## src/hw/rtl/spm_pkg.sv

```systemverilog
// Shared types and constants for the sparse polynomial multiplier.
// Used by spm_term_store, spm_cell and sparse_polynomial_multiplier; no dependencies.
package spm_pkg;

  localparam int unsigned MaxTermsDefault = 8;
  localparam int unsigned CoefW     = 16;
  localparam int unsigned ExpW      = 8;
  localparam int unsigned ProdCoefW = 2 * CoefW;
  localparam int unsigned SumExpW   = ExpW + 1;
  localparam int unsigned AccW      = 38;

  typedef enum logic [1:0] {
    CMD_LOAD_FIRST  = 2'd0,
    CMD_LOAD_SECOND = 2'd1,
    CMD_MULTIPLY    = 2'd2
  } spm_cmd_e;

  typedef enum logic [1:0] {
    ST_IDLE,
    ST_MUL,
    ST_DRAIN,
    ST_EMIT
  } spm_state_e;

  typedef struct packed {
    logic [1:0]             cmd;
    logic signed [CoefW-1:0] coefficient;
    logic [ExpW-1:0]        exponent;
  } spm_in_t;

  typedef struct packed {
    logic signed [AccW-1:0] product_coefficient;
    logic [SumExpW-1:0]     product_exponent;
    logic                   term_valid;
    logic                   dropped;
    logic                   last;
  } spm_out_t;

  // Product travelling along the cell row
  typedef struct packed {
    logic                        valid;
    logic [SumExpW-1:0]          exp;
    logic signed [ProdCoefW-1:0] coef;
  } spm_prod_t;

  // Result term held by one cell
  typedef struct packed {
    logic                   occ;
    logic [SumExpW-1:0]     exp;
    logic signed [AccW-1:0] coef;
  } spm_entry_t;

endpackage

```

## src/hw/rtl/spm_cell.sv

```systemverilog
// One cell of the result row: holds one result term, accumulates a matching product
// or claims itself when free, otherwise passes the product on. Depends on spm_pkg.
module spm_cell (
  input  logic                clk_i,
  input  logic                rst_ni,
  input  spm_pkg::spm_prod_t  prod_i,
  input  logic                shift_i,
  input  spm_pkg::spm_entry_t next_i,
  output spm_pkg::spm_prod_t  prod_o,
  output spm_pkg::spm_entry_t entry_o
);
  import spm_pkg::*;

  spm_entry_t ent_q, ent_d;
  spm_prod_t  pass_q, pass_d;

  always_comb begin
    ent_d  = ent_q;
    pass_d = '0;
    if (shift_i) begin
      // unload: take the right neighbor's term
      ent_d = next_i;
    end else if (prod_i.valid) begin
      if (ent_q.occ && (ent_q.exp == prod_i.exp)) begin
        ent_d.coef = ent_q.coef + AccW'(prod_i.coef);
      end else if (!ent_q.occ) begin
        ent_d.occ  = 1'b1;
        ent_d.exp  = prod_i.exp;
        ent_d.coef = AccW'(prod_i.coef);
      end else begin
        pass_d = prod_i;
      end
    end
  end

  always_ff @(posedge clk_i or negedge rst_ni) begin
    if (!rst_ni) begin
      ent_q  <= '0;
      pass_q <= '0;
    end else begin
      ent_q  <= ent_d;
      pass_q <= pass_d;
    end
  end

  assign prod_o  = pass_q;
  assign entry_o = ent_q;

endmodule

```

## config.mk

```make
export PLATFORM = sky130hd
export DESIGN_NAME = spm_cell
export DESIGN_NICKNAME = d
export VERILOG_FILES = /design/src/hw/rtl/spm_pkg.sv /design/src/hw/rtl/spm_cell.sv
export SDC_FILE = /design/constraint.sdc
export NUM_CORES = 1
export LEC_CHECK = 0
export BUFFER_PORTS_ARGS = -buffer_cell sky130_fd_sc_hd__buf_4
export CAP_MARGIN = 20
export CORE_ASPECT_RATIO = 1.2
export CORE_MARGIN = 2
export CORE_UTILIZATION = 50
export CTS_CLUSTER_DIAMETER = 80
export CTS_CLUSTER_SIZE = 16
export DETAILED_ROUTE_END_ITERATION = 7
export GPL_ROUTABILITY_DRIVEN = 0
export PLACE_DENSITY = 0.84
export SYNTH_ARGS = -nofsm -noshare
export SYNTH_HDL_FRONTEND = slang
export SYNTH_SLANG_ARGS = --single-unit
```

## constraint.sdc

```tcl
create_clock -name clk_i -period 3.6 [get_ports clk_i]
set_clock_uncertainty 0.05 [all_clocks]
set_input_delay 0.18 -clock clk_i [delete_from_list [all_inputs] [get_ports clk_i]]
set_output_delay 0.18 -clock clk_i [all_outputs]
set_load 0.005 [all_outputs]
```

After elaboration in Yosys (flattened, before gate mapping):

Index checks and enable logic that the tools add are counted.

* register bits: 90
* bits in latches: 0
* RAM bits: 0
* ROM bits: 0
* input port bits: 93
* output and inout bits: 90
* word-level logic and storage cells: 25
* memories: 0

* add/sub/neg operators: 1
* multiply operators: 0
* divide/modulo/power cells: 0
* $lt $le $gt $ge: 0
* equality and inequality tests: 4
* shift-type cells: 0
* mux-type cells: 9
* bitwise operators: 0
* reduce and logical (&&, ||, !) cells: 5

Operators with widths (count)
* 42-bit two-way mux: 4
* 48-bit two-way mux: 2
* 47-bit two-way mux: 1
* 38-bit by 32-bit adder with 38-bit output: 1
* 38-bit two-way mux: 1
* 10-bit two-way mux: 1
* 9-bit == test: 1
* 2-bit != test (second input constant): 2
* 2-bit AND reduction: 2
* 3-bit by 2-bit != test with 1-bit output (second input constant): 1
* 3-bit AND reduction: 1
* 2-bit nonzero test: 1
* 1-bit logical AND: 1

Depth between registers and ports, before layout:

* word-level depth: 5
* mapped depth: 11
* depth with buffers taken out: 11

Worst setup path after synthesis:

No wires, ideal clock.

* path type: flip-flop to flip-flop
* start: reg ent_q (netlist bit entry_o[4])
* end: reg ent_q (netlist bit entry_o[37])
* library setup time: 145 ps
* arrival time: 2591 ps
* path slack: 814 ps
* cell stages (with the launch flop): 11
* period minus slack after synthesis: 2786 ps
* cell sequence: dfrtp_1 > ha_1 > nand3_1 > o211ai_2 > a211oi_2 > or3b_4 > a2111oi_4 > nor2_2 > o311ai_2 > xnor2_1 > a31oi_1

* longest elaborated chain between the ends: 4

RTL lines
* start, declared: line spm_cell.sv:14 `spm_entry_t ent_q, ent_d;`
* start signal, assigned: line spm_cell.sv:41 `ent_q <= ent_d;`
* 38-bit by 32-bit adder with 38-bit output: line spm_cell.sv:25 `ent_d.coef = ent_q.coef + AccW'(prod_i.coef);`
* 38-bit two-way mux: line spm_cell.sv:24 `if (ent_q.occ && (ent_q.exp == prod_i.exp)) begin`
* 48-bit two-way mux: line spm_cell.sv:23 `end else if (prod_i.valid) begin`
* 48-bit two-way mux: line spm_cell.sv:20 `if (shift_i) begin`

Every way passes these cells. The select of a mux whose other input is x is not followed.
A chain may end at the register's enable or synchronous reset.

Worst setup path in the final report:

* start: reg ent_q (netlist bit entry_o[0])
* end: reg ent_q (netlist bit entry_o[28])

Same word-level chain as after synthesis.

==> impl_metrics.yaml <==
status:
  status: "finished, final reports clean"
synth:
  ys_types: 66
  ys_seq_elements: 90
  synthArstFlopShare_pct: 100
  syn_avg_cell_area_um2: 8.89
  synthesis.instances: 655
  synth_top_family_by_area: "compound AO/OA/AOI/OAI gates"
  synth_edf_count: 0
  synth_fp_nets: 786
  synth_ff_type: "dfrtp_1"
  synth_compound_area_share_pct: 22.6
  syn_area_mm2: 0.00582
  yosysSeqAreaShare_pct: 38.7
  yosys.area_share.simple_pct: 18.5
  synthAdderAreaFrac_pct: 8.29
  synth-xor-area-share_pct: 5.71
  synth_mux_area_share_pct: 2.41
  ys_warn_count: 0
pwr:
  powerDensity_mw_per_mm2: 435
  vdd_drop_max_mv: 0.222
  leakagePower_nw: 3.70
  finalPower_mw: 3.33
hold_path:
  min_from: "prod_i[5]"
  hold_depth: 2
  hold_path_end: "prod_o[5]"
  min_path_type: "in2reg"
layout:
  drive_gt1_share_pct: 27.1
  fin_area_mm2: 0.00766
  final_cells: 991
  n_fill_cell: 918
  post-route-util_pct: 66.8
  antenna_cells: 0
  fin_nets: 960
  areaGrowthSynthToFinish_pct: 31.5
worst_setup_path:
  critical_path_buf_inv_count: 1
  timing.rr.end: "entry_o[28]"
  cp_slowest_cell: "or3_1"
  slowest_delay_ns: 0.49
  end_kind: "register"
  cp-startpoint: "entry_o[0]"
  timing.reg2reg.setup_slack_ns: 0.40
  path_max_fanout: 4
  crit_family: "compound AO/OA/AOI/OAI gates"
  reg2reg_from: "entry_o[0]"
  crit_type: "reg2reg"
  crit_chain: "ha_1, inv_1, fa_1, o21ai_1, a211oi_1, a31oi_1, a2111oi_0, or3_1, o2111a_1, nor3_1, a21oi_1"
  arrival_ns: 3.38
  reg2reg_depth: 11
  cp.required_ns: 3.78
  start_kind: "register"
clock_network:
  insertion_delay_ns: 0.35
  cts_setup_buffers: 0
  cts_tree: "built"
  clkTransAtPathRegs_ns: 0.07
  h-tree-depth: 3
  cts-root-buf: "clkbuf_16"
  clockBufferDepth: 2
  cts_num_sinks: 90
  cts_inserted_buffers: 9
placed_design:
  dpl-instance-area_mm2: 0.00730
  dp_cells: 972
  place_ws_ns: 0.490
  hpwlAfterDp_um: 12700
  portBuffers: 182
global_routing:
  grt_max_degree: 67
  grt_pass1_wl_um: 27300
  grt_pass1_vias: 5658
  overflow: 0
  antenna_found_initial: 0
  grtUsageTotal_pct: 27.7
timing:
  timing.final.ws_setup_ns: 0.397
  maxSlewViolCount: 0
  maxSlewHeadroom_pct: 41.5
  fin_tns_setup_ns: 0
  hold-worst-slack_ns: 0.00847
  setup_viol: 0
  finalCritPeriodShare_pct: 89.0
  timing.fmax_mhz: 312
  final-hold-violation-count: 0
  post-route-min-period_ns: 3.20
  rsz0062_at_grt: "no"
  worstMarginPinSlew_ns: 0.878
routing:
  ant_nets: 0
  vias: 5819
  drc: 0
  wl_per_cell_um: 17.5
  drtIter0Drc: 417
  viasPerCell: 5.87
  wl_um: 17300
  dr.pass1.iters: 6
floorplan:
  start_util_pct: 50.8
  die_w_um: 103
  io-pin-count: 183
  die_y_um: 122
  num_rows: 43
  placeableCoreArea_mm2: 0.0115
  dieArea_mm2: 0.0125
job:
  drv_cap: 0
[worst max path at each step]
stage	slack [ns]	depth (start not counted)	to
6_report	0.40	11	entry_o[28]
3_5_place_dp	0.49	11	entry_o[28]
2_1_floorplan	0.81	10	entry_o[37]
3_3_place_gp	0.59	11	entry_o[28]
5_1_grt	0.14	11	entry_o[28]
4_1_cts	0.45	11	entry_o[28]
[routing by layer]
metal | part of all wire [%] | vias to the layer above | wire, µm | GRT usage (%)
met3 | 7.5 | 46 | 1300 | 5.41
met1 | 39 | 2787 | 6780 | 34.3
met5 | 0 | - | 0 | 0
met4 | 2.7 | 0 | 464 | 10.8
li1 | - | 2697 | - | -
met2 | 51 | 289 | 8800 | 47.4
[where the power goes]
group | total, mW | switching [mW] | internal (mW)
clock | 1.05 | 0.420 | 0.629
sequential | 1.18 | 0.0763 | 1.10
combinational | 1.11 | 0.589 | 0.521
[area by class of cell]
class,instances,area (µm²),area share [%]
timing repair buffer,194,1470,19.1
multi-input combinational,518,3350,43.8
sequential,90,2250,29.4
clock buffer,10,239,3.12
tap,157,196,2.57
clock inverter,6,88.8,1.16
inverter,16,60.1,0.784
[placed cells by master, fill, tap and decap left out, types with 5 or more instances in the layout]
cell and n:
or3_1 6, ha_1 37, xnor2_1 27, o211ai_1 5, mux2i_1 14, o21ai_0 54
xor2_1 11, nor3_1 6, buf_4 191, nand3_1 15, nand2_1 92, and3_1 7
nor2_1 32, a211oi_1 5, o22ai_1 11, a21o_1 16, o21bai_1 7, clkbuf_16 9
o21a_1 5, dfrtp_1 90, a21oi_1 52, inv_1 16, and2_1 42, a31oi_1 17
[registers in the layout, indices dropped and copies added, names as in the netlist]
signal,count
prod_o,42
entry_o,48
[Yosys cell counts (11+ instances only)]
cell	number	area, µm²
a21oi_1	52	260
o21ai_0	54	270
dfrtp_1	90	2250
clkbuf_1	24	90.1
nand3_1	15	75.1
ha_1	37	463
a21o_1	16	120
inv_1	16	60.1
nand2_1	92	345
xor2_1	11	96.3
xnor2_1	27	236
a31oi_1	17	106
nor2_1	32	120
o22ai_1	11	68.8
mux2i_1	14	140
and2_1	42	263
[what timing repair did]
item,4_1_cts,5_1_grt
hold endpoints to repair,66,0
hold buffers,2,0
setup endpoints to repair,0,0
resized for setup,0,0
[cells by family after synthesis]
kind of cell    after synthesis
xor+xnor                     38
mux                          14
fa+ha+maj                    38
simple gates                223
buf+inv                      47
flops                        90
compound gates              205
Note: power is estimated with default switching activity, not from simulation.
