===== config.mk =====
export PLATFORM = sky130hd
export DESIGN_NAME = spm_term_store
export DESIGN_NICKNAME = d
export VERILOG_FILES = /design/src/hw/rtl/spm_pkg.sv /design/src/hw/rtl/spm_term_store.sv
export SDC_FILE = /design/constraint.sdc
export NUM_CORES = 1
export LEC_CHECK = 0
export BUFFER_PORTS_ARGS = -buffer_cell sky130_fd_sc_hd__buf_4
export CELL_PAD_IN_SITES_DETAIL_PLACEMENT = 2
export CELL_PAD_IN_SITES_GLOBAL_PLACEMENT = 2
export CORE_MARGIN = 2
export CORE_UTILIZATION = 50
export DETAILED_ROUTE_END_ITERATION = 8
export HOLD_SLACK_MARGIN = 0.15
export PLACE_DENSITY = 0.95
export RECOVER_POWER = 50
export SLEW_MARGIN = 10
export SYNTH_ARGS = -nofsm -noshare
export SYNTH_HDL_FRONTEND = slang
export SYNTH_SLANG_ARGS = --single-unit
export TNS_END_PERCENT = 5

===== constraint.sdc =====
create_clock -name clk_i -period 7.1 [get_ports clk_i]
set_clock_uncertainty 0.2 [all_clocks]
set_input_delay 0.71 -clock clk_i [delete_from_list [all_inputs] [get_ports clk_i]]
set_output_delay 0.71 -clock clk_i [all_outputs]
set_load 0.02 [all_outputs]

===== src/hw/rtl/spm_pkg.sv =====
// Shared types and constants for the sparse polynomial multiplier.
// Used by spm_term_store, spm_cell and sparse_polynomial_multiplier; no dependencies.
package spm_pkg;

  localparam int unsigned MaxTermsDefault = 8;
  localparam int unsigned CoefW     = 16;
  localparam int unsigned ExpW      = 8;
  localparam int unsigned ProdCoefW = 2 * CoefW;
  localparam int unsigned SumExpW   = ExpW + 1;
  localparam int unsigned AccW      = 38;

  typedef enum logic [1:0] {
    CMD_LOAD_FIRST  = 2'd0,
    CMD_LOAD_SECOND = 2'd1,
    CMD_MULTIPLY    = 2'd2
  } spm_cmd_e;

  typedef enum logic [1:0] {
    ST_IDLE,
    ST_MUL,
    ST_DRAIN,
    ST_EMIT
  } spm_state_e;

  typedef struct packed {
    logic [1:0]             cmd;
    logic signed [CoefW-1:0] coefficient;
    logic [ExpW-1:0]        exponent;
  } spm_in_t;

  typedef struct packed {
    logic signed [AccW-1:0] product_coefficient;
    logic [SumExpW-1:0]     product_exponent;
    logic                   term_valid;
    logic                   dropped;
    logic                   last;
  } spm_out_t;

  // Product travelling along the cell row
  typedef struct packed {
    logic                        valid;
    logic [SumExpW-1:0]          exp;
    logic signed [ProdCoefW-1:0] coef;
  } spm_prod_t;

  // Result term held by one cell
  typedef struct packed {
    logic                   occ;
    logic [SumExpW-1:0]     exp;
    logic signed [AccW-1:0] coef;
  } spm_entry_t;

endpackage


===== src/hw/rtl/spm_term_store.sv =====
// Term store for one input polynomial: coefficient/exponent registers and a fill count.
// Depends on spm_pkg.
module spm_term_store #(
  parameter int unsigned MaxTerms = spm_pkg::MaxTermsDefault,
  parameter int unsigned IdxW     = (MaxTerms > 1) ? $clog2(MaxTerms) : 1,
  parameter int unsigned CntW     = $clog2(MaxTerms + 1)
) (
  input  logic                             clk_i,
  input  logic                             rst_ni,
  input  logic                             load_i,
  input  logic signed [spm_pkg::CoefW-1:0] coef_i,
  input  logic [spm_pkg::ExpW-1:0]         exp_i,
  input  logic                             clear_i,
  input  logic [IdxW-1:0]                  rd_idx_i,
  output logic signed [spm_pkg::CoefW-1:0] rd_coef_o,
  output logic [spm_pkg::ExpW-1:0]         rd_exp_o,
  output logic [CntW-1:0]                  count_o,
  output logic                             full_o
);
  import spm_pkg::*;

  logic signed [CoefW-1:0] coef_q [MaxTerms];
  logic [ExpW-1:0]         exp_q  [MaxTerms];
  logic [CntW-1:0]         count_q, count_d;
  logic                    wr_en;

  assign full_o  = (count_q == CntW'(MaxTerms));
  assign wr_en   = load_i && !full_o;
  assign count_o = count_q;

  always_comb begin
    count_d = count_q;
    if (clear_i) begin
      count_d = '0;
    end else if (wr_en) begin
      count_d = count_q + CntW'(1);
    end
  end

  always_ff @(posedge clk_i or negedge rst_ni) begin
    if (!rst_ni) begin
      count_q <= '0;
    end else begin
      count_q <= count_d;
    end
  end

  always_ff @(posedge clk_i) begin
    if (wr_en) begin
      coef_q[count_q[IdxW-1:0]] <= coef_i;
      exp_q[count_q[IdxW-1:0]]  <= exp_i;
    end
  end

  assign rd_coef_o = coef_q[rd_idx_i];
  assign rd_exp_o  = exp_q[rd_idx_i];

endmodule


==> metrics.md, run 1 <==
| Metric | Value |
|---|---|
| Error msg | [ERROR DPL-0033] detailed placement checks failed during check placement. |
| Syn nets | approximately 350 |
| Gpl congestion | between 0.7 and 0.8 |
| Ys Warns | 0 |
| Synthesized area per cell | around 24 um^2 |
| Die Wd | 126 um |
| Top cell type's share of synthesized area | 0.769 |
| Synth area leaders | edfxtp_1 77%, mux4_2 14%, mux2_2 3.0% |
| Post-synthesis sequential area ratio | 0.783 |
| Number of I/O pins | 60 |
| Mapped cell area | around 7500 um^2 |
| Status | stopped before the end |
| Cells after Synth | 314 |
| Starting Density | 0.514 |
| FP Rows | 44 |
| Stopped at | detailed placement (3_5_place_dp) |
| Die Height | between 100 and 150 um |
| Yosys reg bits | slightly below 200 |
| Synth unique cells | 19 |
| Post-synth top area cell | edfxtp_1 |
| DP Wirelength | ~12 mm |
| IO Port Bufs | roughly 60 |
-- through the flow --
step / hold WS, ps / setup WS (ps) / area (um^2) / instances
after floorplan: 214 / 3650 / 7500 / 314
after global placement: 308 / 3630 / 8170 / 552
-- cell families after synthesis --
group	share of synthesized area
buf+inv	0.0119
mux	0.187
fa+ha+maj	0.00334
flops	0.783
compound gates	0.00300
simple gates	0.0124
-- cells in the mapped netlist --
cell,n
or3_1,1
o21a_1,1
mux2_2,20
a21oi_1,2
nand2_1,7
mux2i_1,2
clkbuf_1,2
ha_1,2
dfrtp_1,4
inv_1,2
mux4_2,48
o21ai_0,1
nor2_1,10
buf_6,3
edfxtp_1,192
nand2b_1,2
buf_2,8
mux2_4,5
nor3_1,2
==> inputs of run 2 (changes only) <==
- CELL_PAD_IN_SITES_DETAIL_PLACEMENT: 2 -> unset
- CELL_PAD_IN_SITES_GLOBAL_PLACEMENT: 2 -> unset
- CORE_UTILIZATION: 50 -> 35
- HOLD_SLACK_MARGIN: 0.15 -> unset
- PLACE_DENSITY: 0.95 -> unset
- PLACE_DENSITY_LB_ADDON: unset -> 0.15
==> metrics.md, run 2 <==
| Metric | Value |
|---|---|
| Status | completed |
| Worst Path Max Fanout | 48 |
| Layout area overhead | 17.4% |
| Setup TNS | 0 ps |
| Die Wd | between 150 and 200 um |
| Filler cell count in the final layout | ~1.8k |
| Worst-margin pin slew | around 990 ps |
| IO Port Bufs | 59 |
| Crit path time final | approximately 3400 ps |
| Area taken by multi-input logic gates | approximately 1600 um^2 |
| Largest register FFs | between 100 and 150 |
| Grt total ovfl | 0 |
| # nets final | about 420 |
| PD cells | approximately 280 nW/um^2 |
| Vias in the first global route | 3639 |
| DR vias | between 3k and 4k |
| Final Hold Fails | 0 |
| Crit Path Class | in2out |
| Worst skew pair latency | between 400 and 500 ps |
| Antenna diodes | 0 |
| Most common cell after layout, fill and taps aside | edfxtp_1 |
| Starting Density | 0.357 |
| Setup Buffers After CTS | 0 |
| DR WL/cell | between 20 and 25 um |
| Most frequent cells in the layout | 192 x edfxtp_1, 48 x mux4_2, 36 x buf_4, 26 x clkbuf_1, 20 x mux2_2 |
| CTS sink cnt | 196 |
| Top post-synthesis cells by count | 192 x edfxtp_1, 48 x mux4_2, 20 x mux2_2, 10 x nor2_1, 8 x buf_2 |
| Pin count of the biggest net entering global routing | 49 |
| Vias per cell | ~4.9 |
| Num CTS Buffers | 17 |
| Drt first pass iters | 4 |
| Root Buffer | clkbuf_16 |
| Reg2reg setup slack | 4410 ps |
| Slew headroom | 0.340 |
| Area after DPL | approximately 8300 um^2 |
| Top cell type's share of synthesized area | 0.769 |
| Cells after Synth | about 310 |
| Max-cap violations | 0 |
| Min-Delay Startpoint | clear_i |
| Leakage power | 2.82 nW |
| Post-synthesis sequential area ratio | 0.783 |
| Synth unique cells | 19 |
| Htree depth | 4 |
| Finish-stage setup viols | 0 |
| CP Capture Type | output port |
| Gpl congestion | 0.676 |
| DRC Markers | 0 |
| Yosys reg bits | around 200 |
| DRT iter0 DRCs | between 150 and 200 |
| RR Startpoint | count_o[0] |
| FP Rows | 53 |
| Initial antenna violation count | 0 |
| Wire length of the first global-routing pass | 21.4 mm |
| Startpoint Class | input port |
| Die area | 22600 um^2 |
| Clock tree buffer depth | 2 |
| Post-route cell area | about 8800 um^2 |
| Synthesized area per cell | between 20 and 25 um^2 |
| Die Height | around 150 um |
| Max-slew violation count | 0 |
| RSZ-0062 raised after global routing | false |
| GRT Overall Usage | 0.135 |
| Worst hold slack | ~260 ps |
| Register area | about 5900 um^2 |
| Core area | between 20000 and 25000 um^2 |
| Async S/R FF share, synth | 0.0204 |
| Number of synthesized flops with an enable pin | approximately 190 |
| DRT Wirelength | ~14 mm |
| Post-synth top area cell | edfxtp_1 |
| Ys Warns | 0 |
| Mapped cell area | 7500 um^2 |
| Ys flop type | edfxtp_1 |
| Worst-path clk slew | 70 ps |
| Number of I/O pins | 60 |
| R2R Path End | coef_q[2][14] |
| Min-Delay Endpoint | count_o[3] |
| Hold-fix buffers, CTS | 1 |
| Post-CTS Resized | 0 |
| Syn nets | roughly 350 |
| Max VDD drop | roughly 0.16 mV |
| Most numerous cell in the Yosys netlist | edfxtp_1 |
| Fraction of final layout cells sized beyond drive strength 1 | 0.366 |
| Final ANT Viol Nets | 0 |
| Tcrit/Tclk final | 0.486 |
| Synth area leaders | edfxtp_1 77%, mux4_2 14%, mux2_2 3.0% |
| Arr. time, crit path | between 2000 and 3000 ps |
| Min-delay worst type | in2reg |
| CTS tree | done |
| Worst-case reg-to-reg path depth | 5 |
| Worst Hold Depth | 2 |
| DP Wirelength | ~7.5 mm |
| Tot Pwr | 2.46 mW |
| CP Data Required Time | roughly 6200 ps |
| Fmax | 290 MHz |
[run 2: cell counts after synthesis]
Identical to the previous run, type by type.
[run 2: layout make-up]
| class | count | share of cell area |
|---|---|---|
| inverters | 2 | 0.000853 |
| repair buffers | 63 | 0.0429 |
| flip-flops and latches | 196 | 0.667 |
| multi-input cells | 103 | 0.181 |
| well taps | 275 | 0.0391 |
| clock buffers | 17 | 0.0484 |
| clock inverters | 15 | 0.0212 |
[run 2: stage by stage]
| step | cells | setup WS (ps) | util |
|---|---|---|---|
| 2_1_floorplan | 314 | 3650 | - |
| 3_3_place_gp | 638 | 3550 | 0.394 |
| 3_5_place_dp | 638 | 3570 | 0.394 |
| 4_1_cts | 671 | 3570 | 0.423 |
| 5_1_grt | 671 | 3490 | 0.419 |
| 6_report | 671 | 3650 | 0.419 |
[run 2: worst max path at each step]
stage	start	endpoint	slack, ps	cells after the start
after floorplan	count_o[0]	coef_q[0][0]	3650	5
after global placement	rd_idx_i[1]	rd_exp_o[7]	3550	4
after detailed placement	rd_idx_i[1]	rd_exp_o[7]	3570	4
after CTS	rd_idx_i[1]	rd_exp_o[7]	3570	4
after global routing	rd_idx_i[1]	rd_coef_o[15]	3490	4
final	rd_idx_i[1]	rd_exp_o[7]	3650	4
[run 2: kinds of logic (layout without fill, tap and decap cells)]
group	after synthesis	count (layout)	share of synthesized area
AO/OA/AOI/OAI	4	4	0.00300
buffers and inverters	15	97	0.0119
AND/OR/NAND/NOR	22	22	0.0124
adder cells (fa/ha/maj)	2	2	0.00334
flip-flops	196	196	0.783
multiplexers	75	75	0.187
[run 2: worst max-delay path, stage by stage]
cell and delay [ps]:
buf_4 730, mux4_2 590, mux2_2 310, buf_4 170
[run 2: power breakdown]
part	internal [mW]	leakage, nW	switching, mW
Combinational	0.0708	0.713	0.0909
Clock	0.586	0.304	0.401
Sequential	1.30	1.80	0.00713
[run 2: routing by layer]
metal,part of all wire,global-route usage
met5,0,0
met4,0.012,0.0524
met3,0.037,0.0330
met2,0.50,0.220
met1,0.45,0.175
Note: power is estimated with default switching activity, not from simulation.
